**src/rtl/ubtx_pkg.sv**
```systemverilog
// Shared types and constants of the USB bulk-IN transmit packetizer.
package ubtx_pkg;

  // Field widths of the item and result transactions.
  localparam int FUNC_W = 2;
  localparam int DATA_W = 8;
  localparam int SENT_W = 7;
  localparam int FILL_W = 10;

  // Function codes carried by an input transaction.
  localparam logic [FUNC_W-1:0] FN_PUSH = 2'd0;
  localparam logic [FUNC_W-1:0] FN_DONE = 2'd1;
  localparam logic [FUNC_W-1:0] FN_KICK = 2'd2;

  // Controller states.
  typedef enum logic [2:0] {
    S_IDLE,
    S_EVAL,
    S_READ,
    S_SEND,
    S_STAT
  } state_t;

  // Commands from the controller to the datapath.
  typedef struct packed {
    logic load;        // capture the input transaction
    logic write;       // store the pushed byte in the ring
    logic clear_busy;  // end the transfer in flight
    logic start_tx;    // start a packet: mark busy, clear the byte count
    logic mark_zlp;    // the status result asks for a zero-length packet
    logic read;        // fetch the next ring byte and advance the read pointer
    logic show_pkt;    // the result on the output carries a packet byte
  } ubtx_cmd_t;

  // Status from the datapath to the controller.
  typedef struct packed {
    logic [FUNC_W-1:0] func;
    logic              link_ok;    // link enabled and device configured
    logic              full;       // ring holds its maximum
    logic              empty;      // ring holds nothing
    logic              eow;        // end of write on the captured push
    logic              zlp_req;    // sent count is a nonzero packet multiple
    logic              in_flight;  // a transfer is in flight
    logic              cfg;        // configured flag of the captured item
    logic              last_byte;  // the byte on the output ends the packet
  } ubtx_stat_t;

endpackage

```
**src/rtl/ubtx_ctrl.sv**
```systemverilog
// Controller state machine of the packetizer.
module ubtx_ctrl (
  input  logic                 clk,
  input  logic                 rst,
  input  logic                 in_valid,
  output logic                 in_ready,
  output logic                 out_valid,
  input  logic                 out_ready,
  input  ubtx_pkg::ubtx_stat_t stat,
  output ubtx_pkg::ubtx_cmd_t  cmd
);
  import ubtx_pkg::*;

  state_t state;
  state_t state_next;
  logic   push_ok;
  logic   is_zlp;
  logic   kick;
  logic   tx_go;

  // Decision for the captured item.
  always_comb begin
    push_ok = (stat.func == FN_PUSH) && stat.link_ok && !stat.full;
    is_zlp  = (stat.func == FN_DONE) && stat.zlp_req;
    kick    = ((stat.func == FN_PUSH) && stat.link_ok && (stat.full || stat.eow)) ||
              ((stat.func == FN_DONE) && !stat.zlp_req) ||
              (stat.func == FN_KICK);
    tx_go   = kick && stat.cfg && ((stat.func == FN_DONE) || !stat.in_flight) &&
              (push_ok || !stat.empty);
  end

  // State register.
  always_ff @(posedge clk) begin
    if (rst) begin
      state <= S_IDLE;
    end else begin
      state <= state_next;
    end
  end

  // Next state.
  always_comb begin
    state_next = state;
    case (state)
      S_IDLE: begin
        if (in_valid) state_next = S_EVAL;
      end
      S_EVAL: begin
        if (is_zlp) state_next = S_STAT;
        else if (tx_go) state_next = S_READ;
        else state_next = S_STAT;
      end
      S_READ: state_next = S_SEND;
      S_SEND: begin
        if (out_ready) state_next = stat.last_byte ? S_IDLE : S_READ;
      end
      S_STAT: begin
        if (out_ready) state_next = S_IDLE;
      end
      default: state_next = S_IDLE;
    endcase
  end

  // Outputs and datapath commands.
  always_comb begin
    cmd       = '0;
    in_ready  = 1'b0;
    out_valid = 1'b0;
    case (state)
      S_IDLE: begin
        in_ready = 1'b1;
        cmd.load = in_valid;
      end
      S_EVAL: begin
        cmd.mark_zlp   = is_zlp;
        cmd.write      = push_ok;
        cmd.clear_busy = (stat.func == FN_DONE) && !is_zlp;
        cmd.start_tx   = !is_zlp && tx_go;
      end
      S_READ: cmd.read = 1'b1;
      S_SEND: begin
        cmd.show_pkt = 1'b1;
        out_valid    = 1'b1;
      end
      S_STAT: out_valid = 1'b1;
      default: cmd = '0;
    endcase
  end

endmodule

```
**config.mk**
```make
export PLATFORM = sky130hd
export DESIGN_NAME = ubtx_ctrl
export DESIGN_NICKNAME = d
export VERILOG_FILES = /design/src/rtl/ubtx_pkg.sv /design/src/rtl/ubtx_ctrl.sv
export SDC_FILE = /design/constraint.sdc
export NUM_CORES = 1
export LEC_CHECK = 0
export BUFFER_PORTS_ARGS = -buffer_cell sky130_fd_sc_hd__buf_2
export CORE_AREA = 5 5 42 44
export DETAILED_ROUTE_END_ITERATION = 8
export DIE_AREA = 0 0 47 49
export PLACE_DENSITY_LB_ADDON = 0.08
export SYNTH_ARGS = -nofsm -noshare
export SYNTH_HDL_FRONTEND = slang
export SYNTH_SLANG_ARGS = --single-unit
```
**constraint.sdc**
```tcl
create_clock -name clk -period 1.4 [get_ports clk]
set_input_delay 0.14 -clock clk [delete_from_list [all_inputs] [get_ports clk]]
set_output_delay 0.14 -clock clk [all_outputs]
set_load 0.01 [all_outputs]
```
; Word-level counts from Yosys, hierarchy flattened
; Cells that the tools add are included.
[totals]
latchBits = 0
regBits = 3
elab_cells = 47
mem_bits_rw = 0
output_inout_bits = 9
memories = 0
romBits = 0
[op_classes]
mul = 0
magnitude_cmp = 0
shift = 0
n_div = 0
eq_ne = 9
mux = 13
bitwise_logic = 0
add_sub_neg = 0
reduce_logical = 24
[ops]
columns = cell, count
row1 = $mux W3, 5
row2 = $pmux W3 S5, 1
row3 = $logic_and A1 B1 Y1, 10
row4 = $eq A3 B2 Y1 const B, 2
row5 = $ne A2 B2 Y1 const B, 3
row6 = $logic_not A1 Y1, 5
row7 = $logic_or A1 B1 Y1, 5
row8 = $mux W1, 5
row9 = $mux W4, 1
row10 = $eq A3 B1 Y1 const B, 1
row11 = $eq A3 B3 Y1 const B, 1
row12 = $logic_not A3 Y1, 1
row13 = $reduce_and A3 Y1, 1
row14 = $eq A2 B1 Y1 const B, 1
row15 = $eq A2 B2 Y1 const B, 1
row16 = $logic_not A2 Y1, 1
row17 = $mux W2, 1
row18 = $reduce_or A2 Y1, 1

; Longest topological paths before layout
; Gate-level depths: netlist of run 1.
[logic_depth]
depth_word = 11
depth_mapped = 4
ltp_nobuf = 4

; Worst setup path before layout of run 1
; OpenSTA, ideal clock, no wires.
[synth_path]
kind = input to register
start = in stat[9] (netlist bit)
end = reg state[1]
arrival_time_ns = 1.145
setup_slack_ns = 0.152
stages = 4
cell_sequence = or4b_4 -> nand2_2 -> nand4_2 -> a2111oi_2
[synth_between]
elab_chain_cells = 11
elab_cells_between_ends = 18
[synth_lines]
columns = item, line
row1 = start: declaration, ubtx_ctrl.sv:9  ; input ubtx_pkg::ubtx_stat_t stat,
row2 = $logic_not A2 Y1, "ubtx_ctrl.sv:23, ubtx_ctrl.sv:25"
row3 = $logic_and A1 B1 Y1, "ubtx_ctrl.sv:23, ubtx_ctrl.sv:25"
row4 = $logic_and A1 B1 Y1, ubtx_ctrl.sv:25  ; kick = ((stat.func == FN_PUSH) && stat.link_ok && (stat.full || stat.eow)) ||
row5 = $logic_or A1 B1 Y1, ubtx_ctrl.sv:25
row6 = $logic_or A1 B1 Y1, ubtx_ctrl.sv:26  ; ((stat.func == FN_DONE) && !stat.zlp_req) ||
row7 = $logic_and A1 B1 Y1 (3 in series), ubtx_ctrl.sv:28  ; tx_go = kick && stat.cfg && ((stat.func == FN_DONE) || !stat.in_flight) &&
row8 = $mux W3, ubtx_ctrl.sv:50  ; else if (tx_go) state_next = S_READ;
row9 = $mux W3 *, ubtx_ctrl.sv:49  ; if (is_zlp) state_next = S_STAT;
row10 = $pmux W3 S5 *, ubtx_ctrl.sv:44  ; case (state)
row11 = end signal: assignment, ubtx_ctrl.sv:37  ; state <= state_next;
row12 = end: declaration, ubtx_ctrl.sv:14  ; state_t state;
; Mark *: on every way between the ends. The rest lies on a longest branch, timed or not.
; A chain may end at the register's enable or synchronous reset.

==> results of run 1 <==
[synthesized netlist by cell type]
| cell | number | area, um^2 |
|---|---|---|
| nor3_1 | 6 | 30.03 |
| or4b_4 | 1 | 13.76 |
| and3b_2 | 1 | 10.01 |
| nand3_1 | 2 | 10.01 |
| o21ai_0 | 2 | 10.01 |
| clkbuf_1 | 1 | 3.750 |
| nor4_1 | 3 | 18.77 |
| and2_1 | 2 | 12.51 |
| nand4_2 | 1 | 12.51 |
| nand2_1 | 2 | 7.510 |
| a2111oi_2 | 1 | 15.01 |
| a21oi_1 | 1 | 5.000 |
| nor2b_1 | 1 | 6.260 |
| nor2_1 | 3 | 11.26 |
| nand2b_1 | 3 | 18.77 |
| o21bai_1 | 1 | 7.510 |
| inv_1 | 3 | 11.26 |
| dfxtp_1 | 3 | 60.06 |
| a221oi_2 | 1 | 15.01 |
| a21o_1 | 1 | 7.510 |
| nand2_2 | 1 | 6.260 |
[metal layers]
layer / vias to the layer above / track usage (%)
met5: - / 0
met4: 0 / 11.06
met2: 15 / 10.41
li1: 207 / -
met3: 4 / 0
met1: 172 / 10.48
[path summary, 6_finish.rpt]
kind              slack [ps]  startpoint        to  depth (start not counted)
setup / recovery          50     stat[9]    cmd[3]                          6
hold / removal           120         rst  state[1]                          2
setup reg to reg         230    state[2]  state[1]                          4
hold reg to reg          540    state[2]  state[1]                          2
[report_power, final]
part | switching [mW] | internal, mW
Combinational | 0.0489 | 0.0461
Clock | 0.0424 | 0.107
Sequential | 0.00240 | 0.0900
[cells by family after synthesis]
family	count (synthesis)
buffers and inverters	4
DFF	3
and+or+nand+nor	26
AOI/OAI and AO/OA	7
[through the flow]
step                util (%)  setup slack [ps]  power [mW]
floorplan                  -             151.9      0.1387
global placement       32.05            -2.808      0.1871
detailed placement     32.05            -32.29      0.1862
CTS                    34.02             11.97      0.3423
global route           35.09             1.520      0.3641
finish                 35.09             50.33      0.3364
[layout make-up]
type | instances | area, um^2
inverter | 3 | 11.26
tap | 16 | 20.02
multi-input combinational | 33 | 232.7
timing repair buffer | 26 | 140.1
sequential | 3 | 61.31
clock buffer | 4 | 26.28
fill | 172 | 909.6
[cell usage in the layout, fill, tap and decap left out]
master	netlist	final
buf_2	0	22
nor3_1	6	6
buf_4	0	4
inv_1	3	3
nor2_1	3	3
clkbuf_4	0	3
o21ai_0	2	2
nand2b_1	3	2
and2_1	2	2
nor4_2	0	2
nand2_1	2	2
nand3_1	2	2
dfxtp_1	3	2
nand2b_2	0	1
and3b_2	1	1
a221oi_2	1	1
or4b_4	1	1
nand2_2	1	1
nand4_2	1	1
o21bai_1	1	1
nor2b_1	1	1
a21oi_1	1	1
nor4_1	3	1
a21o_1	1	1
a2111oi_2	1	1
clkbuf_1	1	1
dfxtp_2	0	1
==> summary.txt, run 1 <==
Main combinational cell family by area after synthesis - simple AND/OR/NAND/NOR gates
Max Slew Vio Count - 0
# placed instances - 81
Ports - 23
CTS HTree Levels - 1
Inserted Diodes - 0
First-pass GRT wire length - 1.359 mm
Slew headroom - 81.42%
Slowest CP cell - or4b_4
Period utilisation layout - 96.40%
Leak - 0.2453 nW
Synth cell types - 21
Met2 wire length - 406 um
Sequential fraction of the synthesis area - 20.51%
Top sig layer - met4
Count of final hold-check violations - 0
Most used cell, CP - buf_2
DRT iter0 DRCs - 5
Adder-cell share of the synthesized area - 0%
Routed WL - 894 um
Drc violations - 0
Yosys warns - 0
Design area - 491.7 um^2
Maximum vdd ir drop - 259.5 uV
Total negative slack - 0 ps
Total track usage - 8.292%
Post-DP Area - 449.2 um^2
RSZ-0062 raised after global routing - no
Routed len/inst - 10.52 um
Initial antenna violation count - 0
HPWL Detailed - 738 um
Setup violators final - 0
Reg clk slew, reported paths - 30 ps
Total grt overflow - 0
Tmin final - 1350 ps
Max Clk Rate - 740.9 MHz
Mean post-synth cell area - 7.320 um^2
Sink Count - 3
Share of layout cells above drive strength 1 - 56.52%
Critical path data required time - 1260 ps
Bufs and invs on worst path - 3
WHS - 117.8 ps
Synth Net Count - 54
Maxcap violations - 0
Largest net degree at the start of global routing - 11
Core footprint - 1401 um^2
PostCTS Resize Cnt - 1
Cell Rows - 14
Slew of the pin with the lowest slew margin - 278.7 ps
Number of global-route vias before repair - 353
Xor and xnor area share after synthesis - 0%
Effective utilization at floorplan - 20.89%
Num CTS Buffers - 3
Antenna-violating nets left - 0
Die area - 2303 um^2
Final Skew - 2.303 ps
Critical path, cell by cell - buf_2, or4b_4, nand2_2, nand4_2, inv_1, buf_2
HP Class - in2reg
Pre-antenna DRT Iters - 4
CP top delay family - simple AND/OR/NAND/NOR gates
Biggest registers after layout - state x3
Synth Instances - 40
Final #Nets - 84
Wire length on met3 - 46 um
Root Driver - clkbuf_4
Horiz. Die Dim - 47 um
Arrival time worst endpoint - 1210 ps
Max FFs per register - 3
Input/output buffers - 22
CTS tree - built
Yosys reg bits - 3
Vias per inst - 4.682
Cell Count, Final, Fillers Out - 85
Crit-path max cell delay - 540 ps
Die Span Y - 49 um
Deepest clock path buffer count - 2
Power density over cell area - 684.1 nW/um^2
P&R area growth vs syn - 67.95%
Met1 WL - 391 um
WS Path Type - in2out
Crit path max fanout - 5
Simple-Gate Fraction of Synth Area - 53.85%
Reg with most FFs - state
Routability cong. - 0.6797
Post-CTS Hold Buffers - 0
Post-CTS Repair Setup Buffers - 0
Synth Area in Compound Gates - 20.51%
Setup crit start kind - input pin
Clk_lat worst skew - 230 ps
Vias after detailed routing - 398
Endpoint type of the worst setup path - output port
Mux cell area share after synthesis - 0%
Mapped Area - 292.8 um^2
Outcome - finished clean
Power figures use the tool's default switching activity.
==> inputs of run 2 (changes only) <==
--- a/config.mk
+++ b/config.mk
@@ -5,8 +5,10 @@
 export SDC_FILE = /design/constraint.sdc
 export NUM_CORES = 1
 export LEC_CHECK = 0
+export ABC_AREA = 1
 export BUFFER_PORTS_ARGS = -buffer_cell sky130_fd_sc_hd__buf_2
 export CORE_AREA = 5 5 42 44
+export CTS_CLUSTER_DIAMETER = 100
 export DETAILED_ROUTE_END_ITERATION = 8
 export DIE_AREA = 0 0 47 49
 export PLACE_DENSITY_LB_ADDON = 0.08
==> summary.txt, run 2 <==
Critical path, cell by cell - nor3_4, inv_1, nor2_1, buf_2
Max FFs per register - 3
Routed len/inst - 8.894 um
RSZ-0062 raised after global routing - no
Worst Hold Depth - 2
CTS tree - built
Tmin final - 1270 ps
Bufs and invs on worst path - 2
HP Class - in2reg
Leak - 0.2654 nW
Inserted Diodes - 0
EDFF count, synth - 0
Reg clk slew, reported paths - 40 ps
Total negative slack - 0 ps
Routed WL - 836 um
Input/output buffers - 22
Mapped Area - 282.8 um^2
Drc violations - 0
Total track usage - 7.660%
Deepest clock path buffer count - 2
Crit-path max cell delay - 370 ps
HPWL Detailed - 720.8 um
Hold_sp - rst
Initial antenna violation count - 0
Setup WS pre-CTS - 205.7 ps
Levels on crit path - 4
Most common cell in the netlist - nand2_1
Slew of the pin with the lowest slew margin - 252.3 ps
Effective utilization at floorplan - 20.18%
Slowest CP cell - dfxtp_1
Synth Net Count - 66
P&R area growth vs syn - 59.73%
First-pass GRT wire length - 1.317 mm
Async S/R FF share, synth - 0%
Final Skew - 6.234 ps
DRT iter0 DRCs - 7
Post-CTS Repair Setup Buffers - 0
Cell Rows - 14
CP top delay family - flip-flops
Setup ws final - 129.8 ps
Setup crit start kind - flip-flop
Pre-antenna DRT Iters - 4
Root Driver - clkbuf_4
Yosys warns - 0
Final core utilization - 32.23%
Mean post-synth cell area - 5.438 um^2
Maxcap violations - 0
Worst R2R Path Depth - 6
Most common flop cell mapped by yosys - dfxtp_1
Leading cell type in the layout, fill and taps excluded - buf_2
Num CTS Buffers - 3
Count of final hold-check violations - 0
Synth cell types - 15
Arrival time worst endpoint - 1130 ps
Power density over cell area - 860.3 nW/um^2
Period utilisation layout - 90.73%
WHS - 100.3 ps
Outcome - finished clean
Synth Instances - 52
Biggest registers after layout - state x3
Slew headroom - 83.16%
Synth top cells by count - nand2_1 (12), nor2_1 (11), inv_1 (6)
Largest net degree at the start of global routing - 7
Worst r2r src - state[2]
Maximum vdd ir drop - 283.6 uV
FILL cells - 185
Largest area contributor in the netlist - dfxtp_1
Horiz. Die Dim - 47 um
Share of layout cells above drive strength 1 - 42.31%
Yosys reg bits - 3
Yosys top cell area share - 21.24%
Antenna-violating nets left - 0
WS Path Type - reg2out
Sink Count - 3
Synth area leaders - dfxtp_1 (21%), nand2_1 (16%), nor2_1 (15%), nand3_1 (8.8%), inv_1 (8.0%)
Vias per inst - 4.351
Ports - 23
CTS HTree Levels - 1
Reg with most FFs - state
Routability cong. - 0.7095
Total grt overflow - 0
Max Clk Rate - 787.3 MHz
Vias after detailed routing - 409
Final #Nets - 93
Commonest non-fill, non-tap cells in the layout - buf_2 (22), nand2_1 (12), nor2_1 (11), inv_1 (6), nand3_1 (5)
Endpoint type of the worst setup path - output port
Clk_lat worst skew - 230 ps
Critical path data required time - 1260 ps
Setup violators final - 0
Sequential fraction of the synthesis area - 21.24%
Number of global-route vias before repair - 367
Crit path max fanout - 6
Max Slew Vio Count - 0
Setup crit start - state[2]
Core footprint - 1401 um^2
Die Span Y - 49 um
Die area - 2303 um^2
==> run 2: final timing paths <==
path	endpoint	slack, ps
worst min register to register	state[0]	570
worst max register to register	state[0]	260
worst min-delay path	state[1]	100
worst max-delay path	cmd[4]	130
==> run 2: logic make-up after synthesis <==
family                 after synthesis  share of synthesized area (%)
AO/OA/AOI/OAI                        6                          15.49
AND/OR/NAND/NOR                     33                          50.00
flip-flops                           3                          21.24
buffers and inverters               10                          13.27
==> run 2: timing repair <==
| item | CTS | global route |
|---|---|---|
| resized for setup | 1 | 2 |
| endpoints found under the setup margin | 4 | 4 |
| hold buffers | 0 | 0 |
| hold endpoints to repair | 0 | 0 |
==> run 2: metal layers <==
layer	vias up	wire length, um	share of wire [%]	GRT usage, %
met5	-	0	0	0
met4	0	0	0	4.147
met3	0	85	10	2.583
met2	16	394	47	11.09
met1	177	357	43	9.607
li1	216	-	-	-
==> run 2: area by class of cell <==
cell class / instances / area, um^2 / share of cell area, %
sequential: 3 / 61.31 / 13.57
inverter: 10 / 37.54 / 8.310
tap: 16 / 20.02 / 4.432
clock buffer: 4 / 26.28 / 5.817
timing repair buffer: 22 / 110.1 / 24.38
multi-input combinational: 39 / 196.4 / 43.49
==> run 2: report_power, final <==
group / internal, mW / switching [mW] / total [mW]
registers: 0.0955 / 0.0124 / 0.108
logic: 0.0551 / 0.0721 / 0.127
clock network: 0.107 / 0.0465 / 0.153
==> run 2: worst reg2reg max path: stages, from the launching register on <==
cell     delay [ps]
dfxtp_1         450
nor2_1           80
nand2_1         100
nand2_1          80
a22oi_2         150
nand2_1          80
a21oi_1         130
==> run 2: per-stage QoR <==
| stage | total power, mW | cell area, um^2 | instances |
|---|---|---|---|
| floorplan | 0.1802 | 282.8 | 52 |
| global placement | 0.2298 | 412.9 | 90 |
| finish | 0.3886 | 451.7 | 94 |
| global route | 0.4240 | 451.7 | 94 |
| CTS | 0.3909 | 444.2 | 94 |
| detailed placement | 0.2296 | 412.9 | 90 |
